[src/hw/rtl/hrtok_pkg.sv]
// Shared types and constants for the HTTP request header tokenizer.
`default_nettype none
package hrtok_pkg;

  typedef enum logic [3:0] {
    PhMethod   = 4'd0,
    PhUrlStart = 4'd1,
    PhPath     = 4'd2,
    PhQuery    = 4'd3,
    PhVersion  = 4'd4,
    PhKey      = 4'd5,
    PhValue    = 4'd6,
    PhBody     = 4'd7,
    PhError    = 4'd8
  } phase_e;

  typedef enum logic [2:0] {
    RgPrefix = 3'd0,
    RgFrom   = 3'd1,
    RgTo     = 3'd2,
    RgRest   = 3'd3,
    RgFail   = 3'd4
  } range_phase_e;

  localparam logic [3:0] TagDrop    = 4'd0;
  localparam logic [3:0] TagMethod  = 4'd1;
  localparam logic [3:0] TagPath    = 4'd2;
  localparam logic [3:0] TagQuery   = 4'd3;
  localparam logic [3:0] TagVersion = 4'd4;
  localparam logic [3:0] TagKey     = 4'd5;
  localparam logic [3:0] TagCtype   = 4'd6;
  localparam logic [3:0] TagClen    = 4'd7;
  localparam logic [3:0] TagConn    = 4'd8;
  localparam logic [3:0] TagIms     = 4'd9;
  localparam logic [3:0] TagRgFrom  = 4'd10;
  localparam logic [3:0] TagRgTo    = 4'd11;
  localparam logic [3:0] TagOther   = 4'd12;
  localparam logic [3:0] TagBody    = 4'd13;

  localparam logic [3:0] StRunning   = 4'd0;
  localparam logic [3:0] StAccepted  = 4'd1;
  localparam logic [3:0] StNoSpace   = 4'd2;
  localparam logic [3:0] StNoUrl     = 4'd3;
  localparam logic [3:0] StBadPath   = 4'd4;
  localparam logic [3:0] StNoUrlEnd  = 4'd5;
  localparam logic [3:0] StNoVersion = 4'd6;
  localparam logic [3:0] StVerNoEnd  = 4'd7;
  localparam logic [3:0] StNoColon   = 4'd8;
  localparam logic [3:0] StNoValue   = 4'd9;
  localparam logic [3:0] StValNoEnd  = 4'd10;

  localparam logic [4:0] RangeBit = 5'b01000;

  localparam logic [7:0] ChCr     = 8'h0d;
  localparam logic [7:0] ChLf     = 8'h0a;
  localparam logic [7:0] ChSpace  = 8'h20;
  localparam logic [7:0] ChSlash  = 8'h2f;
  localparam logic [7:0] ChQmark  = 8'h3f;
  localparam logic [7:0] ChColon  = 8'h3a;
  localparam logic [7:0] ChHyphen = 8'h2d;
  localparam logic [7:0] ChComma  = 8'h2c;

  // One classified result plus its pass-through status fields.
  typedef struct packed {
    logic [7:0] data;
    logic [3:0] tag;
    logic       line_end;
    logic       range_ok;
    logic [3:0] status;
    logic       last;
  } result_t;

  // Up to two results caused by one input byte.
  typedef struct packed {
    logic    two;
    result_t first;
    result_t second;
  } entry_t;

  function automatic logic [4:0] key_len(input logic [2:0] k);
    logic [4:0] l;
    l = 5'd0;
    case (k)
      3'd0:    l = 5'd12;
      3'd1:    l = 5'd14;
      3'd2:    l = 5'd10;
      3'd3:    l = 5'd13;
      3'd4:    l = 5'd17;
      default: l = 5'd0;
    endcase
    return l;
  endfunction

  // Lower-case character of known name k at position p.
  function automatic logic [7:0] key_char(input logic [2:0] k, input logic [4:0] p);
    logic [8*17-1:0] s;
    logic [7:0] c;
    s = '0;
    c = 8'h00;
    case (k)
      3'd0:    s = {"content-type", 40'h0};
      3'd1:    s = {"content-length", 24'h0};
      3'd2:    s = {"connection", 56'h0};
      3'd3:    s = {"content-range", 32'h0};
      3'd4:    s = "if-modified-since";
      default: s = '0;
    endcase
    if (p < 5'd17) begin
      c = s[8*(16 - p) +: 8];
    end
    return c;
  endfunction

  function automatic logic [7:0] prefix_char(input logic [2:0] p);
    logic [7:0] c;
    c = 8'h00;
    case (p)
      3'd0:    c = "b";
      3'd1:    c = "y";
      3'd2:    c = "t";
      3'd3:    c = "e";
      3'd4:    c = "s";
      3'd5:    c = "=";
      default: c = 8'h00;
    endcase
    return c;
  endfunction

  function automatic logic [7:0] to_lower(input logic [7:0] c);
    return (c >= "A" && c <= "Z") ? c + 8'd32 : c;
  endfunction

endpackage
`default_nettype wire

[src/hw/rtl/hrtok_front.sv]
// Front end: per-byte parse state machine producing up to two tagged results.
`default_nettype none
module hrtok_front #(
  parameter int unsigned KeyMatchLen = 17
) (
  input  wire logic              clk_i,
  input  wire logic              rst_ni,
  input  wire logic              valid_i,
  output logic                   ready_o,
  input  wire logic [7:0]        in_byte_i,
  input  wire logic              last_byte_i,
  output logic                   push_o,
  input  wire logic              full_i,
  output hrtok_pkg::entry_t      entry_o
);

  localparam int unsigned KpW = $clog2(KeyMatchLen + 1);

  hrtok_pkg::phase_e       phase_q, phase_d;
  hrtok_pkg::range_phase_e rg_q, rg_d;
  logic [4:0]     kmb_q, kmb_d;
  logic [KpW-1:0] kpos_q, kpos_d;
  logic [2:0]     ppos_q, ppos_d;
  logic           held_q, held_d;
  logic           lhc_q, lhc_d;
  logic           hyph_q, hyph_d;
  logic [3:0]     st_q, st_d;

  logic fire;
  assign ready_o = !full_i;
  assign fire    = valid_i && ready_o;

  // Working copies updated through the two sequential classify steps.
  hrtok_pkg::phase_e       ph;
  hrtok_pkg::range_phase_e rg;
  logic [4:0]     kmb;
  logic [KpW-1:0] kpos;
  logic [2:0]     ppos;
  logic           lhc, hyph;
  logic [3:0]     st;

  logic [7:0] r_data [2];
  logic [3:0] r_tag  [2];
  logic       r_le   [2];
  logic       r_rok  [2];
  logic [1:0] nres;

  function automatic logic [4:0] key_step(input logic [4:0] m, input logic [KpW-1:0] p,
                                          input logic [7:0] c);
    logic [4:0] r;
    r = m;
    for (int i = 0; i < 5; i++) begin
      if (m[i]) begin
        if ({{(32-KpW){1'b0}}, p} >= 32'(hrtok_pkg::key_len(3'(i))) ||
            hrtok_pkg::to_lower(c) != hrtok_pkg::key_char(3'(i), 5'(p))) begin
          r[i] = 1'b0;
        end
      end
    end
    return r;
  endfunction

  always_comb begin
    logic [7:0] c;
    logic       do_held;
    logic       do_cur;
    logic       hold_new;
    logic [3:0] t;
    logic       le, rok;
    ph = phase_q; rg = rg_q; kmb = kmb_q; kpos = kpos_q; ppos = ppos_q;
    lhc = lhc_q; hyph = hyph_q; st = st_q;
    nres = 2'd0;
    c = 8'h00; t = 4'd0; le = 1'b0; rok = 1'b0;
    for (int j = 0; j < 2; j++) begin
      r_data[j] = 8'h00; r_tag[j] = 4'd0; r_le[j] = 1'b0; r_rok[j] = 1'b0;
    end
    do_held = held_q;
    hold_new = 1'b0;
    do_cur = 1'b1;
    for (int s = 0; s < 2; s++) begin
      logic act;
      act = 1'b0;
      if (s == 0) begin
        if (do_held) begin
          if (in_byte_i == hrtok_pkg::ChLf) begin
            r_data[0] = hrtok_pkg::ChCr; r_tag[0] = hrtok_pkg::TagDrop;
            nres = 2'd1;
          end else begin
            act = 1'b1;
            c = hrtok_pkg::ChCr;
          end
        end
      end else begin
        if (in_byte_i == hrtok_pkg::ChCr && !last_byte_i &&
            (ph == hrtok_pkg::PhVersion || ph == hrtok_pkg::PhValue ||
             (ph == hrtok_pkg::PhKey && !lhc))) begin
          hold_new = 1'b1;
        end else begin
          act = do_cur;
          c = in_byte_i;
        end
      end
      if (act) begin
        t = hrtok_pkg::TagDrop; le = 1'b0; rok = 1'b0;
        unique case (ph)
          hrtok_pkg::PhMethod: begin
            if (c == hrtok_pkg::ChSpace) ph = hrtok_pkg::PhUrlStart;
            else t = hrtok_pkg::TagMethod;
          end
          hrtok_pkg::PhUrlStart: begin
            if (c == hrtok_pkg::ChSlash) begin
              t = hrtok_pkg::TagPath; ph = hrtok_pkg::PhPath;
            end else begin
              ph = hrtok_pkg::PhError; st = hrtok_pkg::StBadPath;
            end
          end
          hrtok_pkg::PhPath, hrtok_pkg::PhQuery: begin
            if (c == hrtok_pkg::ChSpace) begin
              ph = hrtok_pkg::PhVersion; lhc = 1'b0;
            end else if (c == hrtok_pkg::ChQmark && ph == hrtok_pkg::PhPath) begin
              ph = hrtok_pkg::PhQuery;
            end else begin
              t = (ph == hrtok_pkg::PhPath) ? hrtok_pkg::TagPath : hrtok_pkg::TagQuery;
            end
          end
          hrtok_pkg::PhVersion: begin
            if (c == hrtok_pkg::ChLf) begin
              le = 1'b1;
              ph = hrtok_pkg::PhKey; lhc = 1'b0; kmb = 5'h1f; kpos = '0;
            end else begin
              t = hrtok_pkg::TagVersion; lhc = 1'b1;
            end
          end
          hrtok_pkg::PhKey: begin
            if (!lhc && c == hrtok_pkg::ChLf) begin
              le = 1'b1; ph = hrtok_pkg::PhBody; st = hrtok_pkg::StAccepted;
            end else if (c == hrtok_pkg::ChColon) begin
              for (int i = 0; i < 5; i++) begin
                if ({{(32-KpW){1'b0}}, kpos} != 32'(hrtok_pkg::key_len(3'(i)))) begin
                  kmb[i] = 1'b0;
                end
              end
              ph = hrtok_pkg::PhValue; lhc = 1'b0; rg = hrtok_pkg::RgPrefix;
              ppos = 3'd0; hyph = 1'b0;
            end else begin
              lhc = 1'b1;
              kmb = key_step(kmb, kpos, c);
              if ({{(32-KpW){1'b0}}, kpos} < KeyMatchLen) kpos = kpos + 1'b1;
              t = hrtok_pkg::TagKey;
            end
          end
          hrtok_pkg::PhValue: begin
            if (c == hrtok_pkg::ChLf) begin
              le = 1'b1;
              rok = (kmb == hrtok_pkg::RangeBit) && hyph &&
                    (rg == hrtok_pkg::RgFrom || rg == hrtok_pkg::RgTo ||
                     rg == hrtok_pkg::RgRest);
              ph = hrtok_pkg::PhKey; lhc = 1'b0; kmb = 5'h1f; kpos = '0;
            end else if (!lhc && c == hrtok_pkg::ChSpace) begin
              t = hrtok_pkg::TagDrop;
            end else begin
              lhc = 1'b1;
              if (kmb == hrtok_pkg::RangeBit) begin
                case (rg)
                  hrtok_pkg::RgPrefix: begin
                    if (ppos < 3'd6 && c == hrtok_pkg::prefix_char(ppos)) begin
                      ppos = ppos + 3'd1;
                      if (ppos == 3'd6) rg = hrtok_pkg::RgFrom;
                    end else begin
                      rg = hrtok_pkg::RgFail;
                    end
                  end
                  hrtok_pkg::RgFrom: begin
                    if (c == hrtok_pkg::ChHyphen) begin
                      hyph = 1'b1; rg = hrtok_pkg::RgTo;
                    end else t = hrtok_pkg::TagRgFrom;
                  end
                  hrtok_pkg::RgTo: begin
                    if (c == hrtok_pkg::ChComma) rg = hrtok_pkg::RgRest;
                    else t = hrtok_pkg::TagRgTo;
                  end
                  default: t = hrtok_pkg::TagDrop;
                endcase
              end else if (kmb == 5'h01) t = hrtok_pkg::TagCtype;
              else if (kmb == 5'h02) t = hrtok_pkg::TagClen;
              else if (kmb == 5'h04) t = hrtok_pkg::TagConn;
              else if (kmb == 5'h10) t = hrtok_pkg::TagIms;
              else t = hrtok_pkg::TagOther;
            end
          end
          hrtok_pkg::PhBody: t = hrtok_pkg::TagBody;
          default: t = hrtok_pkg::TagDrop;
        endcase
        r_data[nres[0]] = c; r_tag[nres[0]] = t;
        r_le[nres[0]] = le; r_rok[nres[0]] = rok;
        nres = nres + 2'd1;
      end
    end
    if (last_byte_i) begin
      unique case (ph)
        hrtok_pkg::PhMethod:   begin ph = hrtok_pkg::PhError; st = hrtok_pkg::StNoSpace; end
        hrtok_pkg::PhUrlStart: begin ph = hrtok_pkg::PhError; st = hrtok_pkg::StNoUrl; end
        hrtok_pkg::PhPath, hrtok_pkg::PhQuery: begin
          ph = hrtok_pkg::PhError; st = hrtok_pkg::StNoUrlEnd;
        end
        hrtok_pkg::PhVersion: begin
          ph = hrtok_pkg::PhError;
          st = lhc ? hrtok_pkg::StVerNoEnd : hrtok_pkg::StNoVersion;
        end
        hrtok_pkg::PhKey: begin
          if (lhc) begin
            ph = hrtok_pkg::PhError; st = hrtok_pkg::StNoColon;
          end else begin
            ph = hrtok_pkg::PhBody; st = hrtok_pkg::StAccepted;
          end
        end
        hrtok_pkg::PhValue: begin
          ph = hrtok_pkg::PhError;
          st = lhc ? hrtok_pkg::StValNoEnd : hrtok_pkg::StNoValue;
        end
        default: ph = ph;
      endcase
    end
    held_d = hold_new;
    phase_d = ph; rg_d = rg; kmb_d = kmb; kpos_d = kpos; ppos_d = ppos;
    lhc_d = lhc; hyph_d = hyph; st_d = st;
  end

  always_comb begin
    entry_o = '0;
    entry_o.two = (nres == 2'd2);
    entry_o.first.data = r_data[0];
    entry_o.first.tag = r_tag[0];
    entry_o.first.line_end = r_le[0];
    entry_o.first.range_ok = r_rok[0];
    entry_o.first.status = st_d;
    entry_o.first.last = (nres == 2'd1);
    entry_o.second.data = r_data[1];
    entry_o.second.tag = r_tag[1];
    entry_o.second.line_end = r_le[1];
    entry_o.second.range_ok = r_rok[1];
    entry_o.second.status = st_d;
    entry_o.second.last = 1'b1;
  end

  assign push_o = fire && (nres != 2'd0);

  always_ff @(posedge clk_i or negedge rst_ni) begin
    if (!rst_ni) begin
      phase_q <= hrtok_pkg::PhMethod;
      rg_q    <= hrtok_pkg::RgPrefix;
      kmb_q   <= 5'h1f;
      kpos_q  <= '0;
      ppos_q  <= 3'd0;
      held_q  <= 1'b0;
      lhc_q   <= 1'b0;
      hyph_q  <= 1'b0;
      st_q    <= hrtok_pkg::StRunning;
    end else if (fire) begin
      phase_q <= phase_d;
      rg_q    <= rg_d;
      kmb_q   <= kmb_d;
      kpos_q  <= kpos_d;
      ppos_q  <= ppos_d;
      held_q  <= held_d;
      lhc_q   <= lhc_d;
      hyph_q  <= hyph_d;
      st_q    <= st_d;
    end
  end

`ifndef ASSERT_OFF
  a_held_only_cr: assert property (@(posedge clk_i) disable iff (!rst_ni)
    $rose(held_q) |-> $past(in_byte_i) == hrtok_pkg::ChCr)
    else $error("held CR set by non-CR byte");
  a_sticky: assert property (@(posedge clk_i) disable iff (!rst_ni)
    $past(st_q) != hrtok_pkg::StRunning |-> $stable(st_q))
    else $error("status changed after final");
  a_no_push_full: assert property (@(posedge clk_i) disable iff (!rst_ni)
    push_o |-> !full_i)
    else $error("push into full queue");
`endif

endmodule
`default_nettype wire

[src/hw/rtl/hrtok_queue.sv]
// Small entry queue between the classifier and the result serializer.
`default_nettype none
module hrtok_queue (
  input  wire logic              clk_i,
  input  wire logic              rst_ni,
  input  wire logic              push_i,
  input  wire hrtok_pkg::entry_t entry_i,
  output logic                   full_o,
  output logic                   empty_o,
  input  wire logic              pop_i,
  output hrtok_pkg::entry_t      entry_o
);

  hrtok_pkg::entry_t mem_q [2];
  logic       wp_q, rp_q;
  logic [1:0] cnt_q;

  assign full_o  = cnt_q == 2'd2;
  assign empty_o = cnt_q == 2'd0;
  assign entry_o = mem_q[rp_q];

  always_ff @(posedge clk_i) begin
    if (push_i) mem_q[wp_q] <= entry_i;
  end

  always_ff @(posedge clk_i or negedge rst_ni) begin
    if (!rst_ni) begin
      wp_q <= 1'b0; rp_q <= 1'b0; cnt_q <= 2'd0;
    end else begin
      if (push_i) wp_q <= ~wp_q;
      if (pop_i) rp_q <= ~rp_q;
      cnt_q <= cnt_q + {1'b0, push_i} - {1'b0, pop_i};
    end
  end

`ifndef ASSERT_OFF
  a_no_over: assert property (@(posedge clk_i) disable iff (!rst_ni)
    full_o |-> !push_i) else $error("queue overflow");
  a_no_under: assert property (@(posedge clk_i) disable iff (!rst_ni)
    empty_o |-> !pop_i) else $error("queue underflow");
  a_cnt: assert property (@(posedge clk_i) disable iff (!rst_ni)
    cnt_q <= 2'd2) else $error("queue count out of range");
`endif

endmodule
`default_nettype wire

[src/hw/rtl/hrtok_back.sv]
// Back end: serializes queued entries into one result per transfer.
`default_nettype none
module hrtok_back (
  input  wire logic              clk_i,
  input  wire logic              rst_ni,
  input  wire logic              empty_i,
  input  wire hrtok_pkg::entry_t entry_i,
  output logic                   pop_o,
  output logic                   valid_o,
  input  wire logic              ready_i,
  output hrtok_pkg::result_t     res_o
);

  logic sel_q;

  assign valid_o = !empty_i;
  assign res_o   = sel_q ? entry_i.second : entry_i.first;
  assign pop_o   = valid_o && ready_i && (sel_q || !entry_i.two);

  always_ff @(posedge clk_i or negedge rst_ni) begin
    if (!rst_ni) begin
      sel_q <= 1'b0;
    end else if (valid_o && ready_i) begin
      sel_q <= !sel_q && entry_i.two;
    end
  end

`ifndef ASSERT_OFF
  a_sel_two: assert property (@(posedge clk_i) disable iff (!rst_ni)
    sel_q |-> entry_i.two && valid_o) else $error("second half without pair");
  a_last_pop: assert property (@(posedge clk_i) disable iff (!rst_ni)
    pop_o |-> res_o.last) else $error("pop without last result");
  a_sel_hold: assert property (@(posedge clk_i) disable iff (!rst_ni)
    sel_q && !ready_i |=> sel_q) else $error("selection lost under stall");
`endif

endmodule
`default_nettype wire

[src/hw/rtl/http_request_header_tokenizer_core.sv]
// Top level of the HTTP request header tokenizer.
//
//   Channel  Direction  Handshake          Payload
//   in       input      in_valid/in_ready  in_byte, last_byte
//   out      output     out_valid/out_ready out_byte, field_tag, line_end,
//                                          range_ok, parse_status, last_result
//
// One byte per cycle enters; one result leaves per cycle while out_ready is high;
// two-result bytes send first, then second. Results come from the queue registers.
// A two-entry queue decouples parser and output; input stalls only when it is full.
// Reset returns the parser to the method phase with status running.
`default_nettype none
module http_request_header_tokenizer_core #(
  parameter int unsigned KEY_MATCH_LEN = 17
) (
  input  wire logic       clk_i,
  input  wire logic       rst_ni,
  input  wire logic       in_valid_i,
  output logic            in_ready_o,
  input  wire logic [7:0] in_byte_i,
  input  wire logic       last_byte_i,
  output logic            out_valid_o,
  input  wire logic       out_ready_i,
  output logic [7:0]      out_byte_o,
  output logic [3:0]      field_tag_o,
  output logic            line_end_o,
  output logic            range_ok_o,
  output logic [3:0]      parse_status_o,
  output logic            last_result_o
);

  logic push, full, empty, pop;
  hrtok_pkg::entry_t  ent_in, ent_out;
  hrtok_pkg::result_t res;

  hrtok_front #(.KeyMatchLen(KEY_MATCH_LEN)) u_front (
    .clk_i, .rst_ni,
    .valid_i(in_valid_i), .ready_o(in_ready_o),
    .in_byte_i, .last_byte_i,
    .push_o(push), .full_i(full), .entry_o(ent_in)
  );

  hrtok_queue u_queue (
    .clk_i, .rst_ni,
    .push_i(push), .entry_i(ent_in), .full_o(full), .empty_o(empty),
    .pop_i(pop), .entry_o(ent_out)
  );

  hrtok_back u_back (
    .clk_i, .rst_ni,
    .empty_i(empty), .entry_i(ent_out), .pop_o(pop),
    .valid_o(out_valid_o), .ready_i(out_ready_i), .res_o(res)
  );

  assign out_byte_o     = res.data;
  assign field_tag_o    = res.tag;
  assign line_end_o     = res.line_end;
  assign range_ok_o     = res.range_ok;
  assign parse_status_o = res.status;
  assign last_result_o  = res.last;

endmodule
`default_nettype wire
[config.mk]
export PLATFORM = sky130hd
export DESIGN_NAME = http_request_header_tokenizer_core
export DESIGN_NICKNAME = d
export VERILOG_FILES = /design/src/hw/rtl/hrtok_pkg.sv /design/src/hw/rtl/hrtok_front.sv /design/src/hw/rtl/hrtok_queue.sv /design/src/hw/rtl/hrtok_back.sv /design/src/hw/rtl/http_request_header_tokenizer_core.sv
export SDC_FILE = /design/constraint.sdc
export NUM_CORES = 1
export LEC_CHECK = 0
export BUFFER_PORTS_ARGS = -buffer_cell sky130_fd_sc_hd__buf_4
export CORE_MARGIN = 2
export CORE_UTILIZATION = 62
export CTS_CLUSTER_DIAMETER = 100
export DETAILED_ROUTE_END_ITERATION = 10
export PLACE_DENSITY = 0.8
export SKIP_LAST_GASP = 1
export SLEW_MARGIN = 0
export SYNTH_ARGS = -nofsm -noshare
export SYNTH_HDL_FRONTEND = slang
export SYNTH_SLANG_ARGS = --single-unit
[constraint.sdc]
create_clock -name clk_i -period 12.74 [get_ports clk_i]
set_clock_uncertainty 0.05 [all_clocks]
set_input_delay 1.274 -clock clk_i [delete_from_list [all_inputs] [get_ports clk_i]]
set_output_delay 1.274 -clock clk_i [all_outputs]
set_load 0.05 [all_outputs]
==> Word level (Yosys, flattened, before mapping) <==
Memories as Yosys holds them, arrays and structs flattened.
Index checks and enable logic that the tools add are counted.
{ "totals": {"register_bits": 32, "latch_bits": 0, "ram_bits": 76, "rom_bits": 0, "in_bits": 13, "output_inout_bits": 21, "word_cells": 691, "memories": 1} }
{ "mem_list": {"columns": ["memory", "words", "word_bits", "read_ports", "rd_ports_with_merged_regs", "wr", "line_no", "rtl"], "rows": [
  ["u_queue.mem_q", 2, 38, 1, 0, 1, "hrtok_queue.sv:14", "hrtok_pkg::entry_t mem_q [2];"]
]} }
{ "op_classes": {"add_sub_neg": 12, "n_mul": 0, "div": 0, "order_cmp": 24, "n_eq_ne": 89, "shift": 10, "mux": 472, "bitwise": 7, "reduce_logical": 63} }
{ "op_table": {"columns": ["cell", "n"], "rows": [
  ["$mux W136", 50],
  ["$shiftx A136 B33 Y8", 10],
  ["$mux W8", 80],
  ["$mux W5", 108],
  ["$mux W4", 55],
  ["$mux W3", 42],
  ["$eq A8 B6 Y1 const B", 12],
  ["$mux W1", 85],
  ["$pmux W7 S6", 2],
  ["$ne A8 B8 Y1", 10],
  ["$pmux W4 S7", 2],
  ["$ge A5 B5 Y1", 10],
  ["$ne A5 B5 Y1", 10],
  ["$eq A4 B3 Y1 const B", 11],
  ["$pmux W4 S2", 5],
  ["$pmux W4 S5", 2],
  ["$pmux W5 S2", 4],
  ["$bwmux W16", 2],
  ["$eq A8 B4 Y1 const B", 4],
  ["$mux W16", 2],
  ["$eq A3 B2 Y1 const B", 8],
  ["$eq A4 B2 Y1 const B", 6],
  ["$logic_and A1 B1 Y1", 24],
  ["$pmux W3 S2", 4],
  ["other kinds (47)", 129]
]} }

==> Longest topological paths before layout <==
{ "logic_depth": {"ltp_word": 43, "depth_mapped": 19, "depth_no_buf": 15} }

==> Hierarchy <==
A second synthesis with hierarchy kept.
{ "hier_totals": {"hier_cells": 927, "area_unflattened_um2": 8511.9} }
{ "modules_own_cells": {"columns": ["module", "n_inst", "cells_per_inst", "area_per_inst_um2", "seq_area_each_um2"], "rows": [
  ["hrtok_front", 1, 764, 5122.4, 681.9],
  ["hrtok_queue", 1, 136, 3022.9, 2442.3],
  ["hrtok_back", 1, 27, 366.6, 25.0]
]} }

==> Least setup slack after synthesis <==
OpenSTA, ideal clock, no wires.
{ "synth_path": {"path_kind": "input-to-reg", "start": "in in_byte_i[4]", "end": "reg u_front.kmb_q[3]", "setup_ns": 0.072, "arrival_time_ns": 5.530, "t_required_ns": 12.618, "path_slack_ns": 7.088, "cell_stages": 17, "path_buffers": 3, "cell_sequence": "buf_6 > or4_4 > buf_6 > o2111a_2 > xnor2_2 > inv_2 > buf_2 > ha_1 > xnor2_1 > xnor2_1 > nor2_1 > or4_1 > nor4b_1 > xnor2_1 > nand4_1 > or4_1 > o21ai_1"} }
{ "synth_via": {"elab_chain_cells": 25, "word_cells_on_any_way": 90, "cone_classes": "3 x add/sub; 6 x order compare; 15 x eq/ne; 1 x shift; 50 x mux; 15 x reduce/logical"} }
{ "synth_rtl": {"columns": ["element", "line_no", "rtl"], "rows": [
  ["from (decl)", "http_request_header_tokenizer_core.sv:20", "input wire logic [7:0] in_byte_i,"],
  ["parallel branches: the longest is 24 deep, another holds $sub A5 B5 Y6", null, null],
  ["$mux W5 *", "hrtok_front.sv:103", "if (act) begin"],
  ["to (signal assigned)", "hrtok_front.sv:262", "kmb_q <= kmb_d;"],
  ["to (decl)", "hrtok_front.sv:21", "logic [4:0] kmb_q, kmb_d;"]
]} }
Mark *: on every way between the ends. The select of a mux whose other input is x is not followed.
A chain may end at the register's enable or synchronous reset.

==> Final worst setup path <==
{ "layout_path": {"start": "in in_byte_i[4]", "end": "reg u_front.kmb_q[2]"} }
The elaborated chain is that of the path after synthesis.

==> impl_metrics.env <==
export IMPL_end_kind="register"
export IMPL_cp_slowest_cell="xnor2_2"
export IMPL_drt_initial_drc_count=885
export IMPL_syn_to_final_growth_pct=6.25
export IMPL_reg2reg_to="u_front.kmb_q[2]"
export IMPL_worst_path_stages=16
export IMPL_ys_types=96
export IMPL_numCtsBuffers=9
export IMPL_drtPass1Iterations=5
export IMPL_clkLatencyLatePin_ns=0.35
export IMPL_power_frac_comb=0.499
export IMPL_clk_path_buf_depth=2
export IMPL_irDropWorstVdd_mv=0.0968
export IMPL_rsz0062_at_grt="false"
export IMPL_max_stage_delay_ns=0.67
export IMPL_die_w_um=117
export IMPL_clkTransAtPathRegs_ns=0.07
export IMPL_layout_drive_gt1_share=0.141
export IMPL_start_util=0.634
export IMPL_clock_sinks=100
export IMPL_final_max_slew_viol_count=0
export IMPL_syn_area_per_cell_um2=9.09
export IMPL_timing_rr_start="u_front.kpos_q[2]"
export IMPL_synth_top_area_frac=0.256
export IMPL_fin_nets=885
export IMPL_synth_nets=907
export IMPL_ios=34
export IMPL_synth_area_leaders="edfxtp_1 (26%), dfrtp_1 (8.5%), mux4_2 (4.0%)"
export IMPL_cp_start_kind="input pin"
export IMPL_synth_area_leader_cell="edfxtp_1"
export IMPL_cts_tree="built"
export IMPL_swShare=0.449
export IMPL_tns_ns=0
export IMPL_overflow=0
export IMPL_crit_chain="buf_4 -> or4_4 -> o2111a_2 -> xnor2_2 -> inv_2 -> ha_1 -> xnor2_1 -> xnor2_1 -> and4_1 -> a41oi_2 -> nor3_2 -> o21ai_1 -> a31oi_1 -> mux2i_1 -> or4_1 -> o21ai_1"
export IMPL_diodes=0
export IMPL_htree_levels=3
export IMPL_p_clk_frac=0.182
export IMPL_wirelength_um=24400
export IMPL_p_leak_uw=0.00293
export IMPL_num_vias=7378
export IMPL_antenna_found_initial=0
export IMPL_powerDensity_nw_per_um2=183
export IMPL_drc=0
export IMPL_grt_pass1_wl_um=39000
export IMPL_synthArstFlopShare=0.320
export IMPL_critPathTopFamily="simple AND/OR/NAND/NOR gates"
export IMPL_dp_hpwl_um=17600
export IMPL_synth_area_um2=7970
export IMPL_rows=41
export IMPL_switching_power_uw=694
export IMPL_path_class="in -> reg"
export IMPL_finalSetupViolCount=0
export IMPL_status="finished, final reports clean"
export IMPL_cap_violations=0
export IMPL_arrival_ns=6.69
export IMPL_timing_fmax_mhz=155
export IMPL_crit_buf_inv=2
export IMPL_wire_per_inst_um=23.7
export IMPL_final_min_clock_period_ns=6.46
export IMPL_dominantRegCellSynth="edfxtp_1"
export IMPL_cts_root_buffer="clkbuf_16"
export IMPL_crit_start="in_byte_i[4]"
export IMPL_die_area_um2=13800
export IMPL_ys_warn_count=0
export IMPL_ys_ff_latch=100
export IMPL_tightest_slew_ns=1.17
export IMPL_viasPerCell=7.15
export IMPL_synthTopCellsByCount="nand2_1 (82), edfxtp_1 (68), nor2_1 (66)"
export IMPL_grt_pass1_vias=6968
export IMPL_synth_edf_count=68
export IMPL_seq_area_frac_synth=0.357
export IMPL_pwr_share_seq=0.320
export IMPL_gp_congestion=1.01
export IMPL_p_int_uw=854
export IMPL_worst_slew_margin_rel=0.212
export IMPL_ff2ff_setup_slack_ns=6.95
export IMPL_die_h_um=117
export IMPL_design_area_um2=8470
export IMPL_yosysMostFrequentCell="nand2_1"
export IMPL_path_max_fanout=17
export IMPL_required_ns=12.97
export IMPL_total_power_uw=1550
export IMPL_portBuffers=33
export IMPL_coreArea_um2=12600
export IMPL_crit_path_end="u_front.kmb_q[2]"
export IMPL_grt_use_total=0.355
export IMPL_post_cts_buffers=0
export IMPL_reg2regPathDepth=15
export IMPL_cts_resized=0
export IMPL_antenna_left=0
export IMPL_hold_viol=0
export IMPL_period_share=0.507
export IMPL_ctsHoldBuffers=0
export IMPL_place_area_um2=8170
export IMPL_syn_inst=877
export IMPL_worstHoldPathType="reg -> reg"
export IMPL_grt_max_degree=33
==> power groups by stage <==
| stage | clock (µW) | combinational, µW | sequential (µW) |
|---|---|---|---|
| global route | 295 | 820 | 500 |
| finish | 281 | 772 | 495 |
| detailed placement | 0 | 760 | 497 |
| CTS | 281 | 765 | 493 |
| floorplan | 0 | 596 | 459 |
| global placement | 0 | 746 | 489 |
==> worst reg2reg max path: stages (launching register included) <==
cell,delay [ns]
dfrtp_1,0.68
o41ai_4,0.63
o2111a_2,0.44
xnor2_2,0.35
inv_2,0.29
ha_1,0.42
xnor2_1,0.64
xnor2_1,0.24
and4_1,0.25
a41oi_2,0.08
nor3_2,0.43
o21ai_1,0.20
a31oi_1,0.27
mux2i_1,0.10
or4_1,0.51
o21ai_1,0.14
==> flip-flops by register name, indices dropped and copies added (netlist names), 2 cells and up <==
register / flops
u_front.ppos_q: 3
u_front.kmb_q: 5
u_front.phase_q: 4
u_front.st_q: 4
u_queue.mem_q: 68
u_front.rg_q: 3
u_front.kpos_q: 5
u_queue.cnt_q: 2
==> how the worst min path moves through the flow <==
stage	from	to	slack, ns	cells past startpoint
floorplan	u_front.st_q[1]	u_front.st_q[1]	0.41	1
CTS	u_queue.cnt_q[1]	u_queue.cnt_q[1]	0.45	1
global placement	u_front.st_q[1]	u_front.st_q[1]	0.43	1
detailed placement	u_queue.cnt_q[1]	u_queue.cnt_q[1]	0.44	1
global route	u_queue.cnt_q[1]	u_queue.cnt_q[1]	0.49	1
finish	u_front.st_q[1]	u_front.st_q[1]	0.46	1
==> area by class of cell <==
| type | count | area (µm²) |
|---|---|---|
| sequential | 100 | 2850 |
| clock buffer | 10 | 229 |
| fill | 972 | 4100 |
| timing repair buffer | 39 | 293 |
| multi-input combinational | 684 | 4730 |
| clock inverter | 6 | 72.6 |
| tap | 172 | 215 |
| inverter | 21 | 78.8 |
==> through the flow <==
step / utilization / worst slack [ns] / hold slack (ns) / cells
after detailed placement: 0.650 / 6.04 / 0.437 / 1016
after CTS: 0.674 / 6.38 / 0.453 / 1032
after floorplan: - / 7.09 / 0.406 / 877
after global routing: 0.674 / 5.90 / 0.490 / 1032
final: 0.674 / 6.28 / 0.456 / 1032
after global placement: 0.650 / 6.14 / 0.426 / 1016
==> layer usage <==
metal / wire, µm / share of wire / up-vias / track usage
li1: - / - / 3294 / -
met1: 9430 / 0.39 / 3534 / 0.458
met2: 11900 / 0.49 / 459 / 0.599
met3: 2030 / 0.083 / 91 / 0.0554
met4: 1060 / 0.043 / 0 / 0.147
met5: 0 / 0 / - / 0
==> cell families after synthesis <==
family | synth area share
xor gates and xnor gates | 0.0513
DFF | 0.357
adders and majority gates | 0.0267
and+or+nand+nor | 0.233
buffers and inverters | 0.0502
AOI/OAI and AO/OA | 0.223
muxes | 0.0581
==> layout by cell type, fill, tap and decap left out, types with 7 or more instances in the layout <==
master,count
inv_1,18
clkbuf_16,9
or3_1,14
a211oi_1,10
nand2b_1,12
nand2_1,82
nand3_1,37
o41ai_1,7
o21a_1,8
dfrtp_1,27
a21oi_1,46
and3_1,7
edfxtp_1,68
o211ai_1,13
o31ai_1,9
buf_4,39
mux4_2,14
mux2i_1,8
and2_1,14
nor2b_1,16
nor2_1,65
nor3_1,37
xor2_1,10
nand4_1,10
o21ai_0,52
nor4_1,11
xnor2_1,33
ha_1,17
a31oi_1,16
No activity file was read; power rests on OpenSTA's default activity.
